[src/ptic_pkg.sv]
// Package for the tight photon classifier: field widths, region codes,
// effective area and cut tables, and the stage-to-stage payload structs.
// No dependencies.
package ptic_pkg;

    localparam int PT_W    = 14;
    localparam int ETA_W   = 14;
    localparam int RATIO_W = 16;
    localparam int ISO_W   = 16;
    localparam int RHO_W   = 12;
    localparam int BIN_W   = 3;
    localparam int REG_W   = 2;
    localparam int ETA_BINS = 7;

    localparam int AREA_W  = 14;
    localparam int PROD_W  = RHO_W + AREA_W;       // rho times area
    localparam int PTSQ_W  = 2 * PT_W;             // pt squared
    localparam int LIN_W   = 24;                   // coefficient times pt
    localparam int CORR_W  = ISO_W + 16;           // corrected isolation, 2^-22 GeV
    localparam int LIM_W   = 32;                   // isolation limits, 2^-24 GeV
    localparam int CMP_W   = CORR_W + 2;           // corrected isolation in 2^-24 GeV

    localparam logic [PT_W-1:0]  PT_MIN          = 14'd480;
    localparam logic [ETA_W-1:0] ETA_BARREL_EDGE = 14'd1514;
    localparam logic [ETA_W-1:0] ETA_ENDCAP_EDGE = 14'd2560;

    // Upper |eta| edges of bins 0 to 5; bin 6 covers everything above.
    localparam logic [ETA_W-1:0] BIN_EDGE [ETA_BINS-1] = '{
        14'd1024, 14'd1514, 14'd2048, 14'd2253, 14'd2355, 14'd2458
    };

    localparam int ISO_CHG = 0;
    localparam int ISO_NEU = 1;
    localparam int ISO_PHO = 2;

    // Effective areas in Q.16, per bin: charged, neutral, photon.
    localparam logic [AREA_W-1:0] AREA_TAB [ETA_BINS][3] = '{
        '{14'd734, 14'd4378, 14'd7294},
        '{14'd708, 14'd6907, 14'd6246},
        '{14'd695, 14'd5151, 14'd4057},
        '{14'd657, 14'd1527, 14'd5485},
        '{14'd642, 14'd511,  14'd7012},
        '{14'd583, 14'd184,  14'd7943},
        '{14'd570, 14'd898,  14'd9608}
    };

    typedef enum logic [REG_W-1:0] {
        REGION_BARREL = 2'd0,
        REGION_ENDCAP = 2'd1,
        REGION_NONE   = 2'd2
    } t_region;

    typedef struct packed {
        logic [15:0] hoe;
        logic [15:0] width;
        logic [15:0] chg;
        logic [17:0] neu_c0;
        logic [9:0]  neu_c1;
        logic [1:0]  neu_c2;
        logic [17:0] pho_c0;
        logic [8:0]  pho_c1;
    } t_cut_set;

    function automatic t_cut_set cut_of(input t_region region);
        t_cut_set c;
        unique case (region)
            REGION_ENDCAP: begin
                c = '{hoe: 16'd2104, width: 16'd1776, chg: 16'd33882,
                      neu_c0: 18'd177996, neu_c1: 10'd767, neu_c2: 2'd2,
                      pho_c0: 18'd198705, pho_c1: 9'd242};
            end
            default: begin
                c = '{hoe: 16'd1408, width: 16'd653, chg: 16'd42598,
                      neu_c0: 18'd20775, neu_c1: 10'd991, neu_c2: 2'd1,
                      pho_c0: 18'd133956, pho_c1: 9'd263};
            end
        endcase
        return c;
    endfunction

    // Stage 1: decoded eta and registered raw fields.
    typedef struct packed {
        logic               valid;
        logic [PT_W-1:0]    pt;
        logic [BIN_W-1:0]   bin;
        t_region            region;
        logic               qual;
        logic               last;
        logic [RATIO_W-1:0] hoe;
        logic [RATIO_W-1:0] width;
        logic [ISO_W-1:0]   iso_chg;
        logic [ISO_W-1:0]   iso_neu;
        logic [ISO_W-1:0]   iso_pho;
        logic [RHO_W-1:0]   rho;
    } t_s1;

    // Stage 2: products.
    typedef struct packed {
        logic               valid;
        logic [BIN_W-1:0]   bin;
        t_region            region;
        logic               qual;
        logic               last;
        logic [RATIO_W-1:0] hoe;
        logic [RATIO_W-1:0] width;
        logic [ISO_W-1:0]   iso_chg;
        logic [ISO_W-1:0]   iso_neu;
        logic [ISO_W-1:0]   iso_pho;
        logic [PROD_W-1:0]  prod_chg;
        logic [PROD_W-1:0]  prod_neu;
        logic [PROD_W-1:0]  prod_pho;
        logic [PTSQ_W-1:0]  pt_sq;
        logic [LIN_W-1:0]   neu_lin;
        logic [LIN_W-1:0]   pho_lin;
    } t_s2;

    // Stage 3: corrected isolations and limits.
    typedef struct packed {
        logic               valid;
        logic [BIN_W-1:0]   bin;
        t_region            region;
        logic               qual;
        logic               last;
        logic [RATIO_W-1:0] hoe;
        logic [RATIO_W-1:0] width;
        logic [CORR_W-1:0]  corr_chg;
        logic [CORR_W-1:0]  corr_neu;
        logic [CORR_W-1:0]  corr_pho;
        logic [LIM_W-1:0]   neu_lim;
        logic [LIM_W-1:0]   pho_lim;
    } t_s3;

endpackage

[src/ptic_if.sv]
// Channel interfaces for the tight photon classifier: candidate input and
// classification result, each with valid, ready and payload. Uses ptic_pkg.
interface ptic_in_if;
    logic                               valid;
    logic                               ready;
    logic        [ptic_pkg::PT_W-1:0]    pt_value;
    logic signed [ptic_pkg::ETA_W-1:0]   eta_value;
    logic        [ptic_pkg::RATIO_W-1:0] had_over_em;
    logic        [ptic_pkg::RATIO_W-1:0] shower_width;
    logic        [ptic_pkg::ISO_W-1:0]   charged_iso;
    logic        [ptic_pkg::ISO_W-1:0]   neutral_iso;
    logic        [ptic_pkg::ISO_W-1:0]   photon_iso;
    logic        [ptic_pkg::RHO_W-1:0]   energy_density;
    logic                               last_in_event;

    modport source (
        output valid, pt_value, eta_value, had_over_em, shower_width,
               charged_iso, neutral_iso, photon_iso, energy_density, last_in_event,
        input  ready
    );
    modport sink (
        input  valid, pt_value, eta_value, had_over_em, shower_width,
               charged_iso, neutral_iso, photon_iso, energy_density, last_in_event,
        output ready
    );
endinterface

interface ptic_out_if;
    logic                             valid;
    logic                             ready;
    logic                             is_tight;
    logic [ptic_pkg::REG_W-1:0]       region_code;
    logic [ptic_pkg::BIN_W-1:0]       eta_bin;
    logic                             last_out;

    modport source (
        output valid, is_tight, region_code, eta_bin, last_out,
        input  ready
    );
    modport sink (
        input  valid, is_tight, region_code, eta_bin, last_out,
        output ready
    );
endinterface

[src/photon_tight_id_classifier_top.sv]
// Tight photon classifier. An accepted candidate passes through the four register stages
// (decode, mult, corr, cut) in order before its result transaction is valid;
// throughput is one candidate per cycle while the result channel is not stalled.
// A synchronous active-low reset clears every stage valid bit; payload
// registers are not reset. Depends on ptic_pkg, ptic_if and the stage modules.
module photon_tight_id_classifier_top (
    input  logic       i_clk,
    input  logic       i_rst_n,
    ptic_in_if.sink    i_cand,
    ptic_out_if.source o_res
);
    import ptic_pkg::*;

    // Each stage carries a valid bit inside its payload struct, and each stage
    // register advances when it is empty or when the stage after it advances.
    // Bubbles therefore collapse under a stall, and a waiting result does not
    // stop new candidates from entering until the whole pipe is full.
    t_s1  w_s1;
    t_s2  w_s2;
    t_s3  w_s3;
    logic w_rdy2;
    logic w_rdy3;
    logic w_rdy4;

    // Stage 1: |eta|, area bin, cut region and the low-pt check.
    ptic_decode u_decode (
        .i_clk   (i_clk),
        .i_rst_n (i_rst_n),
        .i_cand  (i_cand),
        .o_s1    (w_s1),
        .i_ready (w_rdy2)
    );

    // Stage 2: rho times effective areas and the pt products of the limits.
    ptic_mult u_mult (
        .i_clk   (i_clk),
        .i_rst_n (i_rst_n),
        .i_s1    (w_s1),
        .o_ready (w_rdy2),
        .o_s2    (w_s2),
        .i_ready (w_rdy3)
    );

    // Stage 3: corrected isolations, clamped at zero, and limit sums.
    ptic_corr u_corr (
        .i_clk   (i_clk),
        .i_rst_n (i_rst_n),
        .i_s2    (w_s2),
        .o_ready (w_rdy3),
        .o_s3    (w_s3),
        .i_ready (w_rdy4)
    );

    // Stage 4: cut comparisons into the output register.
    ptic_cut u_cut (
        .i_clk   (i_clk),
        .i_rst_n (i_rst_n),
        .i_s3    (w_s3),
        .o_ready (w_rdy4),
        .o_res   (o_res)
    );

endmodule

[src/ptic_decode.sv]
// First stage: takes the candidate transaction, finds |eta|, its area bin and
// cut region, and registers the fields. Uses ptic_pkg and ptic_in_if.
module ptic_decode (
    input  logic          i_clk,
    input  logic          i_rst_n,
    ptic_in_if.sink       i_cand,
    output ptic_pkg::t_s1 o_s1,
    input  logic          i_ready
);
    import ptic_pkg::*;

    t_s1              r_s1;
    t_s1              n_s1;
    logic             w_adv;
    logic [ETA_W-1:0] w_eta_u;
    logic [ETA_W-1:0] w_abs_eta;
    logic [BIN_W-1:0] w_bin;
    t_region          w_region;

    assign w_adv        = !r_s1.valid || i_ready;
    assign i_cand.ready = w_adv;
    assign o_s1         = r_s1;

    always_comb begin
        w_eta_u   = i_cand.eta_value;
        // The most negative code maps to its magnitude, which still fits unsigned.
        w_abs_eta = w_eta_u[ETA_W-1] ? (~w_eta_u + 1'b1) : w_eta_u;

        w_bin = BIN_W'(ETA_BINS - 1);
        for (int i = ETA_BINS - 2; i >= 0; i--) begin
            if (w_abs_eta < BIN_EDGE[i]) begin
                w_bin = BIN_W'(i);
            end
        end

        priority if (w_abs_eta < ETA_BARREL_EDGE) begin
            w_region = REGION_BARREL;
        end else if (w_abs_eta > ETA_BARREL_EDGE && w_abs_eta < ETA_ENDCAP_EDGE) begin
            w_region = REGION_ENDCAP;
        end else begin
            w_region = REGION_NONE;
        end

        n_s1.valid   = i_cand.valid;
        n_s1.pt      = i_cand.pt_value;
        n_s1.bin     = w_bin;
        n_s1.region  = w_region;
        n_s1.qual    = (w_region != REGION_NONE) && (i_cand.pt_value > PT_MIN);
        n_s1.last    = i_cand.last_in_event;
        n_s1.hoe     = i_cand.had_over_em;
        n_s1.width   = i_cand.shower_width;
        n_s1.iso_chg = i_cand.charged_iso;
        n_s1.iso_neu = i_cand.neutral_iso;
        n_s1.iso_pho = i_cand.photon_iso;
        n_s1.rho     = i_cand.energy_density;
    end

    always_ff @(posedge i_clk) begin
        if (!i_rst_n) begin
            r_s1.valid <= 1'b0;
        end else if (w_adv) begin
            r_s1 <= n_s1;
        end
    end

endmodule

[src/ptic_mult.sv]
// Second stage: rho times effective areas, pt squared and the linear pt
// terms of the isolation limits. Uses ptic_pkg.
module ptic_mult (
    input  logic          i_clk,
    input  logic          i_rst_n,
    input  ptic_pkg::t_s1 i_s1,
    output logic          o_ready,
    output ptic_pkg::t_s2 o_s2,
    input  logic          i_ready
);
    import ptic_pkg::*;

    t_s2      r_s2;
    t_s2      n_s2;
    t_cut_set w_cut;
    logic     w_adv;

    assign w_adv   = !r_s2.valid || i_ready;
    assign o_ready = w_adv;
    assign o_s2    = r_s2;

    always_comb begin
        w_cut = cut_of(i_s1.region);

        n_s2.valid    = i_s1.valid;
        n_s2.bin      = i_s1.bin;
        n_s2.region   = i_s1.region;
        n_s2.qual     = i_s1.qual;
        n_s2.last     = i_s1.last;
        n_s2.hoe      = i_s1.hoe;
        n_s2.width    = i_s1.width;
        n_s2.iso_chg  = i_s1.iso_chg;
        n_s2.iso_neu  = i_s1.iso_neu;
        n_s2.iso_pho  = i_s1.iso_pho;
        n_s2.prod_chg = PROD_W'(i_s1.rho) * PROD_W'(AREA_TAB[i_s1.bin][ISO_CHG]);
        n_s2.prod_neu = PROD_W'(i_s1.rho) * PROD_W'(AREA_TAB[i_s1.bin][ISO_NEU]);
        n_s2.prod_pho = PROD_W'(i_s1.rho) * PROD_W'(AREA_TAB[i_s1.bin][ISO_PHO]);
        n_s2.pt_sq    = PTSQ_W'(i_s1.pt) * PTSQ_W'(i_s1.pt);
        n_s2.neu_lin  = LIN_W'(i_s1.pt) * LIN_W'(w_cut.neu_c1);
        n_s2.pho_lin  = LIN_W'(i_s1.pt) * LIN_W'(w_cut.pho_c1);
    end

    always_ff @(posedge i_clk) begin
        if (!i_rst_n) begin
            r_s2.valid <= 1'b0;
        end else if (w_adv) begin
            r_s2 <= n_s2;
        end
    end

endmodule

[src/ptic_corr.sv]
// Third stage: subtracts the pileup offsets from the isolations with a clamp
// at zero and sums the pt-dependent isolation limits. Uses ptic_pkg.
module ptic_corr (
    input  logic          i_clk,
    input  logic          i_rst_n,
    input  ptic_pkg::t_s2 i_s2,
    output logic          o_ready,
    output ptic_pkg::t_s3 o_s3,
    input  logic          i_ready
);
    import ptic_pkg::*;

    t_s3      r_s3;
    t_s3      n_s3;
    t_cut_set w_cut;
    logic     w_adv;

    assign w_adv   = !r_s3.valid || i_ready;
    assign o_ready = w_adv;
    assign o_s3    = r_s3;

    function automatic logic [CORR_W-1:0] clamp_sub(input logic [ISO_W-1:0]  iso,
                                                    input logic [PROD_W-1:0] prod);
        logic [CORR_W-1:0] a;
        logic [CORR_W-1:0] b;
        a = {iso, 16'd0};
        b = CORR_W'(prod);
        return (a > b) ? (a - b) : '0;
    endfunction

    always_comb begin
        w_cut = cut_of(i_s2.region);

        n_s3.valid    = i_s2.valid;
        n_s3.bin      = i_s2.bin;
        n_s3.region   = i_s2.region;
        n_s3.qual     = i_s2.qual;
        n_s3.last     = i_s2.last;
        n_s3.hoe      = i_s2.hoe;
        n_s3.width    = i_s2.width;
        n_s3.corr_chg = clamp_sub(i_s2.iso_chg, i_s2.prod_chg);
        n_s3.corr_neu = clamp_sub(i_s2.iso_neu, i_s2.prod_neu);
        n_s3.corr_pho = clamp_sub(i_s2.iso_pho, i_s2.prod_pho);
        n_s3.neu_lim  = LIM_W'({w_cut.neu_c0, 8'd0})
                      + LIM_W'({i_s2.neu_lin, 4'd0})
                      + (LIM_W'(i_s2.pt_sq) * LIM_W'(w_cut.neu_c2));
        n_s3.pho_lim  = LIM_W'({w_cut.pho_c0, 8'd0})
                      + LIM_W'({i_s2.pho_lin, 4'd0});
    end

    always_ff @(posedge i_clk) begin
        if (!i_rst_n) begin
            r_s3.valid <= 1'b0;
        end else if (w_adv) begin
            r_s3 <= n_s3;
        end
    end

endmodule

[src/ptic_cut.sv]
// Last stage: applies the tight cut set and holds the result transaction in
// the output register. Uses ptic_pkg and ptic_out_if.
module ptic_cut (
    input  logic          i_clk,
    input  logic          i_rst_n,
    input  ptic_pkg::t_s3 i_s3,
    output logic          o_ready,
    ptic_out_if.source    o_res
);
    import ptic_pkg::*;

    logic             r_valid;
    logic             r_tight;
    logic [REG_W-1:0] r_region;
    logic [BIN_W-1:0] r_bin;
    logic             r_last;
    logic             n_tight;
    t_cut_set         w_cut;
    logic             w_adv;

    assign w_adv   = !r_valid || o_res.ready;
    assign o_ready = w_adv;

    assign o_res.valid       = r_valid;
    assign o_res.is_tight    = r_tight;
    assign o_res.region_code = r_region;
    assign o_res.eta_bin     = r_bin;
    assign o_res.last_out    = r_last;

    // Isolations are compared in 2^-24 GeV, four times the corrected scale.
    always_comb begin
        w_cut   = cut_of(i_s3.region);
        n_tight = i_s3.qual
               && (i_s3.hoe < w_cut.hoe)
               && (i_s3.width < w_cut.width)
               && ({i_s3.corr_chg, 2'd0} < CMP_W'({w_cut.chg, 8'd0}))
               && ({i_s3.corr_neu, 2'd0} < CMP_W'(i_s3.neu_lim))
               && ({i_s3.corr_pho, 2'd0} < CMP_W'(i_s3.pho_lim));
    end

    always_ff @(posedge i_clk) begin
        if (!i_rst_n) begin
            r_valid <= 1'b0;
        end else if (w_adv) begin
            r_valid <= i_s3.valid;
        end
    end

    always_ff @(posedge i_clk) begin
        if (w_adv && i_s3.valid) begin
            r_tight  <= n_tight;
            r_region <= i_s3.region;
            r_bin    <= i_s3.bin;
            r_last   <= i_s3.last;
        end
    end

endmodule

[src/flat_wrapper.sv]
// flat-port wrapper written by rule: the top's interface ports become plain ports
module photon_tight_id_classifier_top_flat import ptic_pkg::*;
  (i_clk, i_rst_n, i_cand_valid, i_cand_pt_value, i_cand_eta_value, i_cand_had_over_em, i_cand_shower_width, i_cand_charged_iso, i_cand_neutral_iso, i_cand_photon_iso, i_cand_energy_density, i_cand_last_in_event, i_cand_ready, o_res_valid, o_res_is_tight, o_res_region_code, o_res_eta_bin, o_res_last_out, o_res_ready);
  ptic_in_if i_cand_i ();
  ptic_out_if o_res_i ();
  input  logic i_clk;
  input  logic i_rst_n;
  input wire logic [$bits(i_cand_i.valid)-1:0] i_cand_valid;
  input wire logic [$bits(i_cand_i.pt_value)-1:0] i_cand_pt_value;
  input wire logic [$bits(i_cand_i.eta_value)-1:0] i_cand_eta_value;
  input wire logic [$bits(i_cand_i.had_over_em)-1:0] i_cand_had_over_em;
  input wire logic [$bits(i_cand_i.shower_width)-1:0] i_cand_shower_width;
  input wire logic [$bits(i_cand_i.charged_iso)-1:0] i_cand_charged_iso;
  input wire logic [$bits(i_cand_i.neutral_iso)-1:0] i_cand_neutral_iso;
  input wire logic [$bits(i_cand_i.photon_iso)-1:0] i_cand_photon_iso;
  input wire logic [$bits(i_cand_i.energy_density)-1:0] i_cand_energy_density;
  input wire logic [$bits(i_cand_i.last_in_event)-1:0] i_cand_last_in_event;
  output wire logic [$bits(i_cand_i.ready)-1:0] i_cand_ready;
  output wire logic [$bits(o_res_i.valid)-1:0] o_res_valid;
  output wire logic [$bits(o_res_i.is_tight)-1:0] o_res_is_tight;
  output wire logic [$bits(o_res_i.region_code)-1:0] o_res_region_code;
  output wire logic [$bits(o_res_i.eta_bin)-1:0] o_res_eta_bin;
  output wire logic [$bits(o_res_i.last_out)-1:0] o_res_last_out;
  input wire logic [$bits(o_res_i.ready)-1:0] o_res_ready;
  assign i_cand_i.valid = i_cand_valid;
  assign i_cand_i.pt_value = i_cand_pt_value;
  assign i_cand_i.eta_value = i_cand_eta_value;
  assign i_cand_i.had_over_em = i_cand_had_over_em;
  assign i_cand_i.shower_width = i_cand_shower_width;
  assign i_cand_i.charged_iso = i_cand_charged_iso;
  assign i_cand_i.neutral_iso = i_cand_neutral_iso;
  assign i_cand_i.photon_iso = i_cand_photon_iso;
  assign i_cand_i.energy_density = i_cand_energy_density;
  assign i_cand_i.last_in_event = i_cand_last_in_event;
  assign i_cand_ready = i_cand_i.ready;
  assign o_res_valid = o_res_i.valid;
  assign o_res_is_tight = o_res_i.is_tight;
  assign o_res_region_code = o_res_i.region_code;
  assign o_res_eta_bin = o_res_i.eta_bin;
  assign o_res_last_out = o_res_i.last_out;
  assign o_res_i.ready = o_res_ready;
  photon_tight_id_classifier_top u_core (.i_clk(i_clk), .i_rst_n(i_rst_n), .i_cand(i_cand_i), .o_res(o_res_i));
endmodule
[config.mk]
export PLATFORM = sky130hd
export DESIGN_NAME = photon_tight_id_classifier_top_flat
export DESIGN_NICKNAME = d
export VERILOG_FILES = /design/src/ptic_pkg.sv /design/src/ptic_if.sv /design/src/photon_tight_id_classifier_top.sv /design/src/ptic_decode.sv /design/src/ptic_mult.sv /design/src/ptic_corr.sv /design/src/ptic_cut.sv /design/src/flat_wrapper.sv
export SDC_FILE = /design/constraint.sdc
export NUM_CORES = 2
export LEC_CHECK = 0
export ABC_AREA = 1
export BUFFER_PORTS_ARGS = -buffer_cell sky130_fd_sc_hd__clkbuf_2
export CORE_AREA = 2 2 397 399
export DETAILED_ROUTE_END_ITERATION = 8
export DIE_AREA = 0 0 399 401
export HOLD_SLACK_MARGIN = 0.08
export SETUP_SLACK_MARGIN = 0.02
export SLEW_MARGIN = 5
export SYNTH_ARGS = -nofsm -noshare
export SYNTH_HDL_FRONTEND = slang
export SYNTH_SLANG_ARGS = --single-unit
[constraint.sdc]
create_clock -name i_clk -period 6.7 [get_ports i_clk]
set_clock_uncertainty 0.2 [all_clocks]
set_input_delay 1.34 -clock i_clk [delete_from_list [all_inputs] [get_ports i_clk]]
set_output_delay 1.34 -clock i_clk [all_outputs]
set_load 0.005 [all_outputs]
==> results.py <==
metrics = {
    "outcome": {
        "run_status": "completed",
    },
    "flow_run": {
        "max-cap-violations": 0,
    },
    "floorplanning": {
        "dieHeight_microns": 401,
        "core_region_area_sq_um": 156000,
        "initial_core_util": 0.328,
        "die_outline_area_sq_um": 160000,
        "floorplan.rows": 145,
        "die_width_microns": 399,
        "io_pins": 134,
    },
    "sta": {
        "worst_margin_slew_ns": 1.26,
        "fin_tns_setup_ns": 0,
        "rsz0062_at_grt": "false",
        "drv_slew": 0,
        "final_period_minus_worst_setup_slack_ns": 6.37,
        "slew_headroom": 0.153,
        "max_freq_ghz": 0.157,
        "timing.final.hold_violations": 0,
        "final_setup_violation_count": 0,
        "timing.final.crit_share": 0.950,
    },
    "layout": {
        "layout-area-overhead-vs-synth_pct": 12.0,
        "fillCellCount": 15700,
        "antenna_diode_count": 0,
        "post_route_cells_drive_above_1_share": 0.0786,
        "layout.nets": 6846,
        "mostFrequentLayoutCells": "inv_1 (1182), nand2_1 (767), ha_1 (591)",
        "layout_commonest_cell": "inv_1",
    },
    "yosys": {
        "synthesis.yosys.warnings": 0,
        "synth.top_cell.area_share": 0.310,
        "synth_edf_count": 527,
        "synthesis.area_sq_um": 51100,
        "synth.distinct_cells": 55,
        "share_of_synthesized_area_occupied_by_flip_flops_and_latches": 0.312,
        "synth_area_per_cell_sq_um": 9.64,
        "async_flop_share": 0,
        "yosys_register_bits": 531,
        "synth_top_cell_by_area": "edfxtp_1",
        "dominantRegCellSynth": "edfxtp_1",
        "synthCells": 5298,
        "post_synth_main_area_contributors": "edfxtp_1 (31%), fa_1 (23%), ha_1 (14%)",
    },
    "detailed_routing": {
        "routed_via_count": 35500,
        "violation_count_after_the_first_detailed_routing_iteration": 2298,
        "wl_per_cell_microns": 16.1,
        "postRouteAntennaNets": 0,
        "residual_drc_count": 0,
        "via_density": 4.64,
        "aggregate_routed_wire_length_mm": 123,
        "drt_first_pass_iters": 5,
    },
    "clock_network": {
        "ctsRootBufferMaster": "clkbuf_16",
        "cts_tree": "done",
        "total_clock_buffers_created_by_cts": 66,
        "cts.htree.levels": 3,
        "cts.sink_count": 531,
        "cts.path.max_buffers": 3,
        "path_clk_slew_ns": 0.06,
        "clk-insertion-delay-late_ns": 0.66,
    },
    "worst_setup_path": {
        "cp_max_fo": 7,
        "critical_path.startpoint_type": "register",
        "data_arrival_critical_path_ns": 6.55,
        "cp.required_ns": 6.89,
        "start_to_end_type_of_the_worst_setup_path": "register to register",
        "timing.critical_path.to_type": "register",
    },
    "hold_path": {
        "hold_path.class": "register to register",
    },
    "global_route": {
        "gr-total-overflow": 0,
        "grt_antenna_before_repair": 5,
        "grt_pass1_wl_mm": 201,
        "track_usage": 0.159,
        "grt_max_degree": 138,
        "first_global_vias": 36900,
    },
    "place": {
        "port_buffers": 130,
        "placer_congestion": 0.896,
        "post-dp-hpwl_mm": 102,
    },
}
timing repair:
| action | CTS | global route |
|---|---|---|
| hold buffers | 0 | 0 |
| setup endpoints to repair | 0 | 12 |
| buffers inserted | 0 | 2 |
| endpoints found under the hold margin | 0 | 0 |
| resized for setup | 0 | 7 |
registers in the layout, summed over array words and instances (netlist names):
| name | count |
|---|---|
| u_core.u_cut.o_res.valid | 1 |
| u_core.u_cut.o_res.is_tight | 1 |
| u_core.u_mult.o_s2 | 233 |
| u_core.u_corr.o_s3 | 179 |
| u_core.u_cut.o_res.region_code | 2 |
| u_core.u_decode.o_s1 | 111 |
| u_core.u_cut.o_res.last_out | 1 |
| u_core.u_cut.o_res.eta_bin | 3 |
final cells by class:
class,count,area (sq um),share of cell area
clock inverters,42,459,0.00803
multi-input cells,3479,30300,0.530
clock buffers,76,1710,0.0299
repair buffers,266,1730,0.0303
well taps,2058,2570,0.0450
flip-flops and latches,531,15900,0.278
inverters,1201,4520,0.0790
path summary, 6_finish.rpt:
check / start / endpoint / slack (ns) / cells past startpoint
max: u_core.u_decode.o_s1[97] / u_core.u_mult.o_s2[124] / 0.33 / 21
min: u_core.u_decode.o_s1[63] / u_core.u_mult.o_s2[205] / 0.21 / 0
max reg2reg: u_core.u_decode.o_s1[97] / u_core.u_mult.o_s2[124] / 0.33 / 21
min reg2reg: u_core.u_decode.o_s1[63] / u_core.u_mult.o_s2[205] / 0.21 / 0
logic make-up (layout without fill, tap and decap cells):
kind of cell | Yosys count | after routing | synth area share
AND/OR/NAND/NOR | 1576 | 1576 | 0.128
buffers and inverters | 1289 | 1585 | 0.0958
adder cells (fa/ha/maj) | 1176 | 1176 | 0.374
AO/OA/AOI/OAI | 541 | 541 | 0.0594
flip-flops | 531 | 531 | 0.312
XOR/XNOR | 184 | 184 | 0.0316
other | 1 | 2 | 0.0000734
Yosys cell counts, types with 8 or more instances:
cell type	n
nand3_1	129
nor3b_1	9
fa_1	585
nor4_1	13
nor2_2	12
o21bai_1	22
or2_2	17
clkbuf_1	74
a21oi_2	8
nor3_1	41
nor2_1	513
xnor2_1	66
o21a_1	17
ha_1	591
a21o_1	17
clkinv_1	11
a31oi_1	19
o21ai_0	131
nand4_1	41
inv_1	1185
a21boi_0	8
a21oi_1	275
xor2_1	118
o21ai_1	10
nand2_1	768
nand2_2	10
edfxtp_1	527
worst max-delay path, stage by stage (launching register included):
cell and delay, ns:
edfxtp_1 0.54, inv_1 0.21, ha_1 0.24, nor2_1 0.19
buf_4 0.19, nor2_1 0.06, inv_1 0.15, nor2_1 0.07
fa_1 0.47, fa_1 0.54, fa_1 0.54, fa_1 0.59
inv_1 0.07, fa_1 0.53, inv_1 0.04, ha_1 0.31
nand2_1 0.10, nor4_1 0.42, a21oi_1 0.17, o21ai_1 0.22
a21oi_1 0.11, xnor2_1 0.15
per-layer routing:
metal / GRT usage / part of all wire / vias up
met5: 0 / 0.00027 / -
met4: 0.0400 / 0.022 / 4
met3: 0.0221 / 0.051 / 150
met2: 0.250 / 0.45 / 786
met1: 0.228 / 0.48 / 17300
li1: - / - / 17300
stage by stage:
stage          utilization  hold WS [ns]  instance area (sq um)  setup WS (ns)  std cells
2_1_floorplan            -         0.200                  51100          0.593       5299
3_3_place_gp         0.353         0.201                  55000          0.213       7533
3_5_place_dp         0.353         0.205                  55000          0.183       7533
4_1_cts              0.367         0.212                  57200          0.124       7651
5_1_grt              0.367         0.220                  57200        0.00760       7653
6_report             0.367         0.211                  57200          0.334       7653
Power is not shown: default switching activity piles up to over one toggle a cycle in this logic, so the estimate is an artifact.
